<file path="config.mk">
export PLATFORM = sky130hd
export DESIGN_NAME = desk_height_move_controller_unit
export DESIGN_NICKNAME = d
export VERILOG_FILES = /design/src/rtl/dhm_pkg.sv /design/src/rtl/dhm_slope_div.sv /design/src/rtl/dhm_core.sv /design/src/rtl/desk_height_move_controller_unit.sv
export SDC_FILE = /design/constraint.sdc
export NUM_CORES = 2
export LEC_CHECK = 0
export CAP_MARGIN = 20
export CORE_MARGIN = 2
export CORE_UTILIZATION = 43
export DETAILED_ROUTE_END_ITERATION = 6
export DONT_BUFFER_PORTS = 1
export PLACE_DENSITY = 0.58
export SLEW_MARGIN = 40
export SYNTH_ARGS = -nofsm -noshare
export SYNTH_HDL_FRONTEND = slang
export SYNTH_SLANG_ARGS = --single-unit
export TNS_END_PERCENT = 20
</file>
<file path="constraint.sdc">
create_clock -name clk -period 26.1 [get_ports clk]
set_input_delay 5.22 -clock clk [delete_from_list [all_inputs] [get_ports clk]]
set_output_delay 5.22 -clock clk [all_outputs]
set_load 0.03 [all_outputs]
</file>
<file path="src/rtl/dhm_pkg.sv">
// ----------------------------------------------------------------------------
// dhm_pkg
// Shared types, codes and constants of the desk height move controller.
// ----------------------------------------------------------------------------
package dhm_pkg;

  localparam int DUTY_BITS = 8;
  localparam logic [7:0] DUTY_MAX = 8'(((1 << DUTY_BITS) - 1));

  localparam logic signed [15:0] MIN_TARGET = 16'sd600;
  localparam logic signed [15:0] MAX_TARGET = 16'sd1300;

  // ms per second, for the speed cross-multiplication
  localparam logic [9:0] MS_PER_S = 10'd1000;

  localparam logic signed [1:0] DIR_STOP = 2'sb00;
  localparam logic signed [1:0] DIR_UP   = 2'sb01;
  localparam logic signed [1:0] DIR_DOWN = 2'sb11;

  typedef enum logic [1:0] {
    CMD_START  = 2'd0,
    CMD_SAMPLE = 2'd1,
    CMD_STOP   = 2'd2
  } cmd_t;

  typedef enum logic [3:0] {
    EV_NONE         = 4'd0,
    EV_DONE         = 4'd1,
    EV_OVERSHOOT    = 4'd2,
    EV_BACKWARDS    = 4'd3,
    EV_TOO_SLOW     = 4'd4,
    EV_TIMEOUT      = 4'd5,
    EV_OUT_OF_BOUND = 4'd6,
    EV_INIT_TIMEOUT = 4'd7,
    EV_ALREADY      = 4'd8,
    EV_STOPPED      = 4'd9
  } event_t;

  typedef enum logic [2:0] {
    REG_HEIGHT_TOL  = 3'd0,
    REG_WINDOW_MS   = 3'd1,
    REG_SPEED_MIN   = 3'd2,
    REG_FAIL_LIMIT  = 3'd3,
    REG_SLOW_START  = 3'd4,
    REG_SLOW_END    = 3'd5,
    REG_DUTY_FULL   = 3'd6,
    REG_DUTY_SLOW   = 3'd7
  } reg_index_t;

  localparam logic [9:0]  RST_HEIGHT_TOL = 10'd5;
  localparam logic [15:0] RST_WINDOW_MS  = 16'd200;
  localparam logic [15:0] RST_SPEED_MIN  = 16'd10;
  localparam logic [7:0]  RST_FAIL_LIMIT = 8'd3;
  localparam logic [11:0] RST_SLOW_START = 12'd100;
  localparam logic [11:0] RST_SLOW_END   = 12'd20;
  localparam logic [7:0]  RST_DUTY_FULL  = 8'd255;
  localparam logic [7:0]  RST_DUTY_SLOW  = 8'd100;

  typedef struct packed {
    logic [9:0]  height_tolerance;
    logic [15:0] speed_window_ms;
    logic [15:0] speed_minimum;
    logic [7:0]  speed_fail_limit;
    logic [11:0] slowdown_start;
    logic [11:0] slowdown_end;
    logic [7:0]  duty_full;
    logic [7:0]  duty_slow;
  } cfg_t;

  typedef struct packed {
    cmd_t               command;
    logic signed [15:0] target_height;
    logic signed [15:0] distance;
    logic [31:0]        sample_time;
    logic               sample_valid;
  } item_t;

  typedef struct packed {
    logic signed [1:0] direction;
    logic [7:0]        up_duty;
    logic [7:0]        down_duty;
    event_t            event_code;
  } result_t;

  // request to the slope divider
  typedef struct packed {
    logic        go;
    logic        degenerate;
    logic [7:0]  num;
    logic [11:0] den;
  } div_req_t;

endpackage

</file>
<file path="src/rtl/dhm_slope_div.sv">
// ----------------------------------------------------------------------------
// dhm_slope_div
// Restoring divider for the ramp slope, one quotient bit per cycle.
// ----------------------------------------------------------------------------
module dhm_slope_div (
  input  logic               clk,
  input  logic               rst,
  input  dhm_pkg::div_req_t  req,
  output logic [7:0]         slope,
  output logic               busy
);

  logic [11:0] rem;
  logic [7:0]  numq;
  logic [2:0]  cnt;
  logic [12:0] trial;
  logic        fits;

  assign trial = {rem, numq[7]};
  assign fits  = trial >= {1'b0, req.den};

  always_ff @(posedge clk) begin
    if (rst) begin
      busy <= 1'b0;
      cnt  <= '0;
    end else if (req.go) begin
      busy <= !req.degenerate;
      cnt  <= '0;
    end else if (busy) begin
      cnt <= cnt + 3'd1;
      if (cnt == 3'd7) begin
        busy <= 1'b0;
      end
    end
  end

  // operands stay stable while busy, they are snapshotted by the core
  always_ff @(posedge clk) begin
    if (req.go) begin
      rem  <= '0;
      numq <= req.degenerate ? 8'd0 : req.num;
    end else if (busy) begin
      if (fits) begin
        rem  <= 12'(trial - {1'b0, req.den});
        numq <= {numq[6:0], 1'b1};
      end else begin
        rem  <= trial[11:0];
        numq <= {numq[6:0], 1'b0};
      end
    end
  end

  assign slope = numq;

endmodule

</file>
<file path="src/rtl/dhm_core.sv">
// ----------------------------------------------------------------------------
// dhm_core
// Move state and the per-item decision logic: start, sample and stop.
// ----------------------------------------------------------------------------
module dhm_core (
  input  logic              clk,
  input  logic              rst,
  input  dhm_pkg::cfg_t     cfg,
  input  logic              fire,
  input  dhm_pkg::item_t    item,
  output dhm_pkg::result_t  res,
  output logic              busy
);

  logic signed [1:0]  dir, dir_next;
  logic signed [15:0] tgt_store, tgt_store_next;
  logic signed [15:0] wsd, wsd_next;
  logic [31:0]        wst, wst_next;
  logic [7:0]         fc, fc_next;
  logic [7:0]         up, up_next;
  logic [7:0]         dn, dn_next;
  dhm_pkg::event_t    ev;
  logic               div_go;

  // slope operands, frozen when a move begins
  logic [7:0]         op_full, op_slow;
  logic [11:0]        op_start, op_end;
  dhm_pkg::div_req_t  req;
  logic [7:0]         slope;

  logic signed [16:0] start_sdiff, samp_sdiff, delta;
  logic [16:0]        start_diff, diff, mag;
  logic               want_up, overshoot;
  logic [31:0]        elapsed;
  logic               window_due;
  logic [26:0]        mag_scaled;
  logic [47:0]        rate_floor;
  logic               slow, moved_up, bad_dir;
  logic [7:0]         fc_inc;
  logic               fail_hit;
  logic               near, in_ramp;
  logic [11:0]        ramp_off;
  logic [19:0]        ramp_prod;
  logic [20:0]        ramp_level, level;
  logic [7:0]         duty;
  logic               drive;

  assign start_sdiff = 17'(item.target_height) - 17'(item.distance);
  assign start_diff  = start_sdiff[16] ? 17'(-start_sdiff) : 17'(start_sdiff);
  assign samp_sdiff  = 17'(tgt_store) - 17'(item.distance);
  assign diff        = samp_sdiff[16] ? 17'(-samp_sdiff) : 17'(samp_sdiff);
  assign want_up     = tgt_store > item.distance;
  assign overshoot   = want_up ? (dir != dhm_pkg::DIR_UP) : (dir != dhm_pkg::DIR_DOWN);

  // speed check over the window: |delta| * 1000 < minimum * elapsed
  assign elapsed    = item.sample_time - wst;
  assign window_due = elapsed >= {16'd0, cfg.speed_window_ms};
  assign delta      = 17'(item.distance) - 17'(wsd);
  assign mag        = delta[16] ? 17'(-delta) : 17'(delta);
  assign mag_scaled = {10'd0, mag} * {17'd0, dhm_pkg::MS_PER_S};
  assign rate_floor = {32'd0, cfg.speed_minimum} * {16'd0, elapsed};
  assign slow       = {21'd0, mag_scaled} < rate_floor;
  assign moved_up   = !delta[16] && (delta != 17'sd0);
  assign bad_dir    = (dir == dhm_pkg::DIR_UP) ? !moved_up : moved_up;
  assign fc_inc     = (fc != 8'hFF) ? fc + 8'd1 : fc;
  assign fail_hit   = fc_inc >= cfg.speed_fail_limit;

  // duty ramp near the target
  assign near       = diff <= {5'd0, cfg.slowdown_end};
  assign in_ramp    = diff <= {5'd0, cfg.slowdown_start};
  assign ramp_off   = diff[11:0] - cfg.slowdown_end;
  assign ramp_prod  = {12'd0, slope} * {8'd0, ramp_off};
  assign ramp_level = {13'd0, cfg.duty_slow} + {1'b0, ramp_prod};
  assign level      = near    ? {13'd0, cfg.duty_slow} :
                      in_ramp ? ramp_level : {13'd0, cfg.duty_full};
  assign duty       = (level > {13'd0, dhm_pkg::DUTY_MAX}) ? 8'd0 :
                      dhm_pkg::DUTY_MAX - level[7:0];

  always_comb begin
    dir_next       = dir;
    tgt_store_next = tgt_store;
    wsd_next       = wsd;
    wst_next       = wst;
    fc_next        = fc;
    up_next        = up;
    dn_next        = dn;
    ev             = dhm_pkg::EV_NONE;
    div_go         = 1'b0;
    drive          = 1'b0;
    case (item.command)
      dhm_pkg::CMD_START: begin
        dir_next = dhm_pkg::DIR_STOP;
        up_next  = dhm_pkg::DUTY_MAX;
        dn_next  = dhm_pkg::DUTY_MAX;
        if (item.target_height < dhm_pkg::MIN_TARGET ||
            item.target_height > dhm_pkg::MAX_TARGET) begin
          ev = dhm_pkg::EV_OUT_OF_BOUND;
        end else begin
          tgt_store_next = item.target_height;
          if (!item.sample_valid) begin
            ev = dhm_pkg::EV_INIT_TIMEOUT;
          end else if (start_diff < {7'd0, cfg.height_tolerance}) begin
            ev = dhm_pkg::EV_ALREADY;
          end else begin
            dir_next = (item.target_height > item.distance) ?
                       dhm_pkg::DIR_UP : dhm_pkg::DIR_DOWN;
            fc_next  = '0;
            wsd_next = item.distance;
            wst_next = item.sample_time;
            div_go   = 1'b1;
          end
        end
      end
      dhm_pkg::CMD_SAMPLE: begin
        if (dir != dhm_pkg::DIR_STOP) begin
          if (!item.sample_valid) begin
            ev = dhm_pkg::EV_TIMEOUT;
          end else if (diff <= {7'd0, cfg.height_tolerance}) begin
            ev = dhm_pkg::EV_DONE;
          end else if (overshoot) begin
            ev = dhm_pkg::EV_OVERSHOOT;
          end else begin
            drive = 1'b1;
            if (window_due) begin
              wsd_next = item.distance;
              wst_next = item.sample_time;
              if (slow || bad_dir) begin
                fc_next = fc_inc;
                if (fail_hit) begin
                  drive = 1'b0;
                  ev = (bad_dir && !slow) ? dhm_pkg::EV_BACKWARDS : dhm_pkg::EV_TOO_SLOW;
                end
              end else begin
                fc_next = '0;
              end
            end
          end
          if (!drive) begin
            dir_next = dhm_pkg::DIR_STOP;
            up_next  = dhm_pkg::DUTY_MAX;
            dn_next  = dhm_pkg::DUTY_MAX;
          end else if (dir == dhm_pkg::DIR_UP) begin
            up_next = duty;
          end else begin
            dn_next = duty;
          end
        end
      end
      dhm_pkg::CMD_STOP: begin
        if (dir != dhm_pkg::DIR_STOP) begin
          ev = dhm_pkg::EV_STOPPED;
        end
        dir_next = dhm_pkg::DIR_STOP;
        up_next  = dhm_pkg::DUTY_MAX;
        dn_next  = dhm_pkg::DUTY_MAX;
      end
      default: begin
      end
    endcase
  end

  always_ff @(posedge clk) begin
    if (rst) begin
      dir       <= dhm_pkg::DIR_STOP;
      tgt_store <= '0;
      wsd       <= '0;
      wst       <= '0;
      fc        <= '0;
      up        <= dhm_pkg::DUTY_MAX;
      dn        <= dhm_pkg::DUTY_MAX;
    end else if (fire) begin
      dir       <= dir_next;
      tgt_store <= tgt_store_next;
      wsd       <= wsd_next;
      wst       <= wst_next;
      fc        <= fc_next;
      up        <= up_next;
      dn        <= dn_next;
    end
  end

  always_ff @(posedge clk) begin
    if (fire && div_go) begin
      op_full  <= cfg.duty_full;
      op_slow  <= cfg.duty_slow;
      op_start <= cfg.slowdown_start;
      op_end   <= cfg.slowdown_end;
    end
  end

  // the divider is kicked in the cycle after the move begins, from the frozen operands
  logic div_kick;
  always_ff @(posedge clk) begin
    if (rst) begin
      div_kick <= 1'b0;
    end else begin
      div_kick <= fire && div_go;
    end
  end

  assign req.go         = div_kick;
  assign req.degenerate = !(op_full > op_slow && op_start > op_end);
  assign req.num        = op_full - op_slow;
  assign req.den        = op_start - op_end;

  logic div_busy;
  dhm_slope_div u_div (
    .clk   (clk),
    .rst   (rst),
    .req   (req),
    .slope (slope),
    .busy  (div_busy)
  );

  assign busy = div_kick || div_busy;

  assign res.direction  = dir_next;
  assign res.up_duty    = up_next;
  assign res.down_duty  = dn_next;
  assign res.event_code = ev;

endmodule

</file>
<file path="src/rtl/desk_height_move_controller_unit.sv">
// ----------------------------------------------------------------------------
// desk_height_move_controller_unit
// Motorized desk move controller with stream input and output channels.
// ----------------------------------------------------------------------------
// Each accepted command item gives exactly one result item, through the input
// register and then the output register. Items are taken one per cycle while
// the output side is free; the one exception is a start that begins a move: it
// holds off the next item while the ramp slope divider runs, one quotient bit
// per cycle, or only for the kick when the ramp settings leave no slope to divide.
// An output register and the input register decouple the two sides,
// so a new item is taken while a finished result still waits. Configuration
// writes take effect at once and do not stall the channels.
module desk_height_move_controller_unit (
  input  logic        clk,
  input  logic        rst,
  input  logic        s_tvalid,
  output logic        s_tready,
  input  logic [63:0] s_tdata,   // target_height[15:0], distance[31:16], sample_time[63:32]
  input  logic [2:0]  s_tuser,   // command[1:0], sample_valid[2]
  output logic        m_tvalid,
  input  logic        m_tready,
  output logic [23:0] m_tdata,   // direction[1:0], up_duty[9:2], down_duty[17:10],
                                 // event_code[21:18], zero[23:22]
  input  logic        cfg_we,
  input  logic [2:0]  cfg_index,
  input  logic [15:0] cfg_data
);

  dhm_pkg::cfg_t    cfg;
  dhm_pkg::item_t   in_item;
  logic             in_valid;
  dhm_pkg::result_t res;
  logic             busy;
  logic             advance;

  assign advance  = in_valid && (!m_tvalid || m_tready) && !busy;
  assign s_tready = !in_valid || advance;

  always_ff @(posedge clk) begin
    if (rst) begin
      cfg.height_tolerance <= dhm_pkg::RST_HEIGHT_TOL;
      cfg.speed_window_ms  <= dhm_pkg::RST_WINDOW_MS;
      cfg.speed_minimum    <= dhm_pkg::RST_SPEED_MIN;
      cfg.speed_fail_limit <= dhm_pkg::RST_FAIL_LIMIT;
      cfg.slowdown_start   <= dhm_pkg::RST_SLOW_START;
      cfg.slowdown_end     <= dhm_pkg::RST_SLOW_END;
      cfg.duty_full        <= dhm_pkg::RST_DUTY_FULL;
      cfg.duty_slow        <= dhm_pkg::RST_DUTY_SLOW;
    end else if (cfg_we) begin
      case (dhm_pkg::reg_index_t'(cfg_index))
        dhm_pkg::REG_HEIGHT_TOL: cfg.height_tolerance <= cfg_data[9:0];
        dhm_pkg::REG_WINDOW_MS:  cfg.speed_window_ms  <= cfg_data;
        dhm_pkg::REG_SPEED_MIN:  cfg.speed_minimum    <= cfg_data;
        dhm_pkg::REG_FAIL_LIMIT: cfg.speed_fail_limit <= cfg_data[7:0];
        dhm_pkg::REG_SLOW_START: cfg.slowdown_start   <= cfg_data[11:0];
        dhm_pkg::REG_SLOW_END:   cfg.slowdown_end     <= cfg_data[11:0];
        dhm_pkg::REG_DUTY_FULL:  cfg.duty_full        <= cfg_data[7:0];
        dhm_pkg::REG_DUTY_SLOW:  cfg.duty_slow        <= cfg_data[7:0];
        default: begin
        end
      endcase
    end
  end

  always_ff @(posedge clk) begin
    if (rst) begin
      in_valid <= 1'b0;
    end else if (s_tready) begin
      in_valid <= s_tvalid;
    end
  end

  always_ff @(posedge clk) begin
    if (s_tvalid && s_tready) begin
      in_item.command       <= dhm_pkg::cmd_t'(s_tuser[1:0]);
      in_item.sample_valid  <= s_tuser[2];
      in_item.target_height <= s_tdata[15:0];
      in_item.distance      <= s_tdata[31:16];
      in_item.sample_time   <= s_tdata[63:32];
    end
  end

  dhm_core u_core (
    .clk  (clk),
    .rst  (rst),
    .cfg  (cfg),
    .fire (advance),
    .item (in_item),
    .res  (res),
    .busy (busy)
  );

  always_ff @(posedge clk) begin
    if (rst) begin
      m_tvalid <= 1'b0;
    end else if (advance) begin
      m_tvalid <= 1'b1;
    end else if (m_tready) begin
      m_tvalid <= 1'b0;
    end
  end

  always_ff @(posedge clk) begin
    if (advance) begin
      m_tdata <= {2'b00, res.event_code, res.down_duty, res.up_duty, res.direction};
    end
  end

endmodule

</file>
==> flow_metrics.env <==
export IMPL_post_cts_buffers=0
export IMPL_worstSetupStartpointType="register"
export IMPL_slew_headroom_pct=45.0
export IMPL_drive_above_1_share_pct=4.14
export IMPL_vias_per_cell=5.35
export IMPL_setup_violations=0
export IMPL_drc=0
export IMPL_syn_area_um2=43900
export IMPL_crit_slowest_cell="or4b_1"
export IMPL_slowest_delay_ns=0.77
export IMPL_instances_no_fill=6320
export IMPL_cts_tree="built"
export IMPL_rows=117
export IMPL_p_leak_nw=21.5
export IMPL_hold_path_class="register to register"
export IMPL_wl_per_cell_um=18.4
export IMPL_drt_iter0_drc=1920
export IMPL_synth_main_ff_cell="dfxtp_1"
export IMPL_clock_skew_ns=0.0165
export IMPL_drtAntennaViolNets=0
export IMPL_antenna_found_initial=11
export IMPL_grt_pass1_wl_mm=190
export IMPL_final_util_pct=46.0
export IMPL_post_route_period_util_pct=45.1
export IMPL_async_reset_ff_share_pct=0
export IMPL_status="finished, final reports clean"
export IMPL_dieArea_um2=105000
export IMPL_cts_max_level=2
export IMPL_synth_seq_cells=336
export IMPL_dpl_hpwl_mm=91.4
export IMPL_gr_usage_all_layers_pct=22.9
export IMPL_clk_latency_ns=0.57
export IMPL_layout_cells_most_common="inv_1"
export IMPL_ctsHoldBuffers=0
export IMPL_synth_edff_count=137
export IMPL_yosysSeqAreaShare_pct=18.4
export IMPL_grt_overflow=0
export IMPL_die_h_um=324
export IMPL_crit_type="register to register"
export IMPL_port_buffers=0
export IMPL_final_cell_mix="843 x inv_1, 659 x nand2_1, 553 x fa_1"
export IMPL_core_um2=102000
export IMPL_hold_viol=0
export IMPL_required_ns=26.41
export IMPL_cts_buffers=37
export IMPL_critical_path_buf_inv_count=4
export IMPL_cts_root_buffer="clkbuf_16"
export IMPL_ir_drop_uv=210
export IMPL_placed_cells=6249
export IMPL_gp_congestion=0.902
export IMPL_cts_repair_resized=0
export IMPL_syn_inst=4996
export IMPL_tns_ns=0
export IMPL_layout_nets=5996
export IMPL_grt_max_degree=145
export IMPL_cts_sinks=336
export IMPL_maxCapViolCount=0
export IMPL_grt_pass1_vias=34216
export IMPL_dieWidth_um=324
export IMPL_worst_path_max_fanout=17
export IMPL_drt_wl_total_mm=116
export IMPL_syn_mean_instance_area_um2=8.80
export IMPL_firstDrtPassIters=5
export IMPL_arrival_ns=12.08
export IMPL_cts_buffer_depth=3
export IMPL_yosysUniqueCellTypes=101
export IMPL_start_util_pct=43.3
export IMPL_maxSlewViolCount=0
export IMPL_ios=117
export IMPL_vias=33786
export IMPL_cp_top_family="adder cells"
export IMPL_fmax_mhz=84.9
export IMPL_clkTransAtPathRegs_ns=0.06
export IMPL_syn_to_final_growth_pct=6.42
export IMPL_fin_crit_ns=11.77
export IMPL_cpMostUsedCell="fa_1"
export IMPL_powerDensity_nw_per_um2=102
export IMPL_worstMarginPinSlew_ns=0.826
export IMPL_critPathCaptureType="register"
export IMPL_rsz0062_at_grt="false"
export IMPL_synth_warnings=0
[path summary, 6_finish.rpt]
path / depth (start not counted) / slack [ns] / end / start
max reg2reg: 39 / 14.33 / m_tdata[6] / in_item[9]
min: 0 / 0.43 / u_core.op_start[6] / cfg[34]
min reg2reg: 0 / 0.43 / u_core.op_start[6] / cfg[34]
max: 39 / 14.33 / m_tdata[6] / in_item[9]
[state kept, by name, summed over array words and instances, names as in the netlist]
signal,flops
u_core.tgt_store,16
in_valid,1
u_core.u_div.slope,8
u_core.div_kick,1
in_item,67
u_core.dn,8
u_core.op_start,12
u_core.fc,8
u_core.op_end,12
u_core.u_div.busy,1
cfg,90
u_core.op_full,8
u_core.dir,2
m_tdata,22
u_core.wst,32
u_core.op_slow,8
u_core.up,8
u_core.u_div.rem,12
m_tvalid,1
u_core.wsd,16
u_core.u_div.cnt,3
[power by group]
part	internal [mW]	total (mW)	switching, mW
logic	1.46	3.65	2.19
clock network	0.318	0.553	0.235
registers	0.558	0.570	0.0124
total	2.34	4.77	2.44
[cell type report]
type / count / area (um2)
Fill cell: 9984 / 54800
Multi-Input combinational cell: 3635 / 32000
Sequential cell: 336 / 8110
Inverter: 844 / 3170
Tap cell: 1368 / 1710
Clock buffer: 50 / 1060
Timing Repair Buffer: 66 / 512
Clock inverter: 18 / 189
Antenna cell: 3 / 7.51
[through the flow]
step                      total power, mW  cell area [um2]  worst slack (ns)  hold slack (ns)
after detailed placement             4.17            45500             14.49            0.422
final                                4.77            46800             14.33            0.431
after global placement               4.14            45400             14.59            0.423
after CTS                            4.77            46700             14.44            0.436
after global routing                 5.31            46800             13.54            0.450
after floorplan                      3.23            43900             15.08            0.408
[synth_stat cells (32+ instances only)]
master / count / area, um2
fa_1: 553 / 11100
inv_1: 844 / 3170
nand4_1: 46 / 288
o21ai_0: 123 / 616
a21o_1: 69 / 518
o22a_1: 32 / 280
ha_1: 432 / 5410
o211ai_1: 36 / 270
mux2i_1: 84 / 841
o21a_1: 49 / 368
nand2b_1: 52 / 325
nor2_1: 239 / 897
nand2_1: 659 / 2470
edfxtp_1: 137 / 4110
clkbuf_1: 150 / 563
a211oi_1: 34 / 255
xor2_1: 67 / 587
a21oi_1: 264 / 1320
dfxtp_1: 199 / 3980
nor3_1: 51 / 255
nor2b_1: 66 / 413
nand3_1: 58 / 290
and2_1: 240 / 1500
xnor2_1: 104 / 911
[logic make-up (layout without fill, tap and decap cells)]
group / after synthesis / in the layout / synth area share (%)
adder cells (fa/ha/maj): 985 / 985 / 37.5
XOR/XNOR: 171 / 171 / 3.41
AO/OA/AOI/OAI: 853 / 853 / 12.9
multiplexers: 94 / 94 / 2.17
AND/OR/NAND/NOR: 1530 / 1530 / 16.6
buffers and inverters: 1026 / 978 / 8.97
other: 1 / 5 / 0.00853
flip-flops: 336 / 336 / 18.4
[layer usage]
layer | global-route usage (%) | share of wire, % | vias up
li1 | - | - | 16144
met1 | 32.7 | 47 | 16752
met2 | 36.6 | 45 | 749
met3 | 3.87 | 6.2 | 135
met4 | 4.36 | 1.9 | 6
met5 | 0 | 0.035 | -
Note: power is estimated with default switching activity, not from simulation.
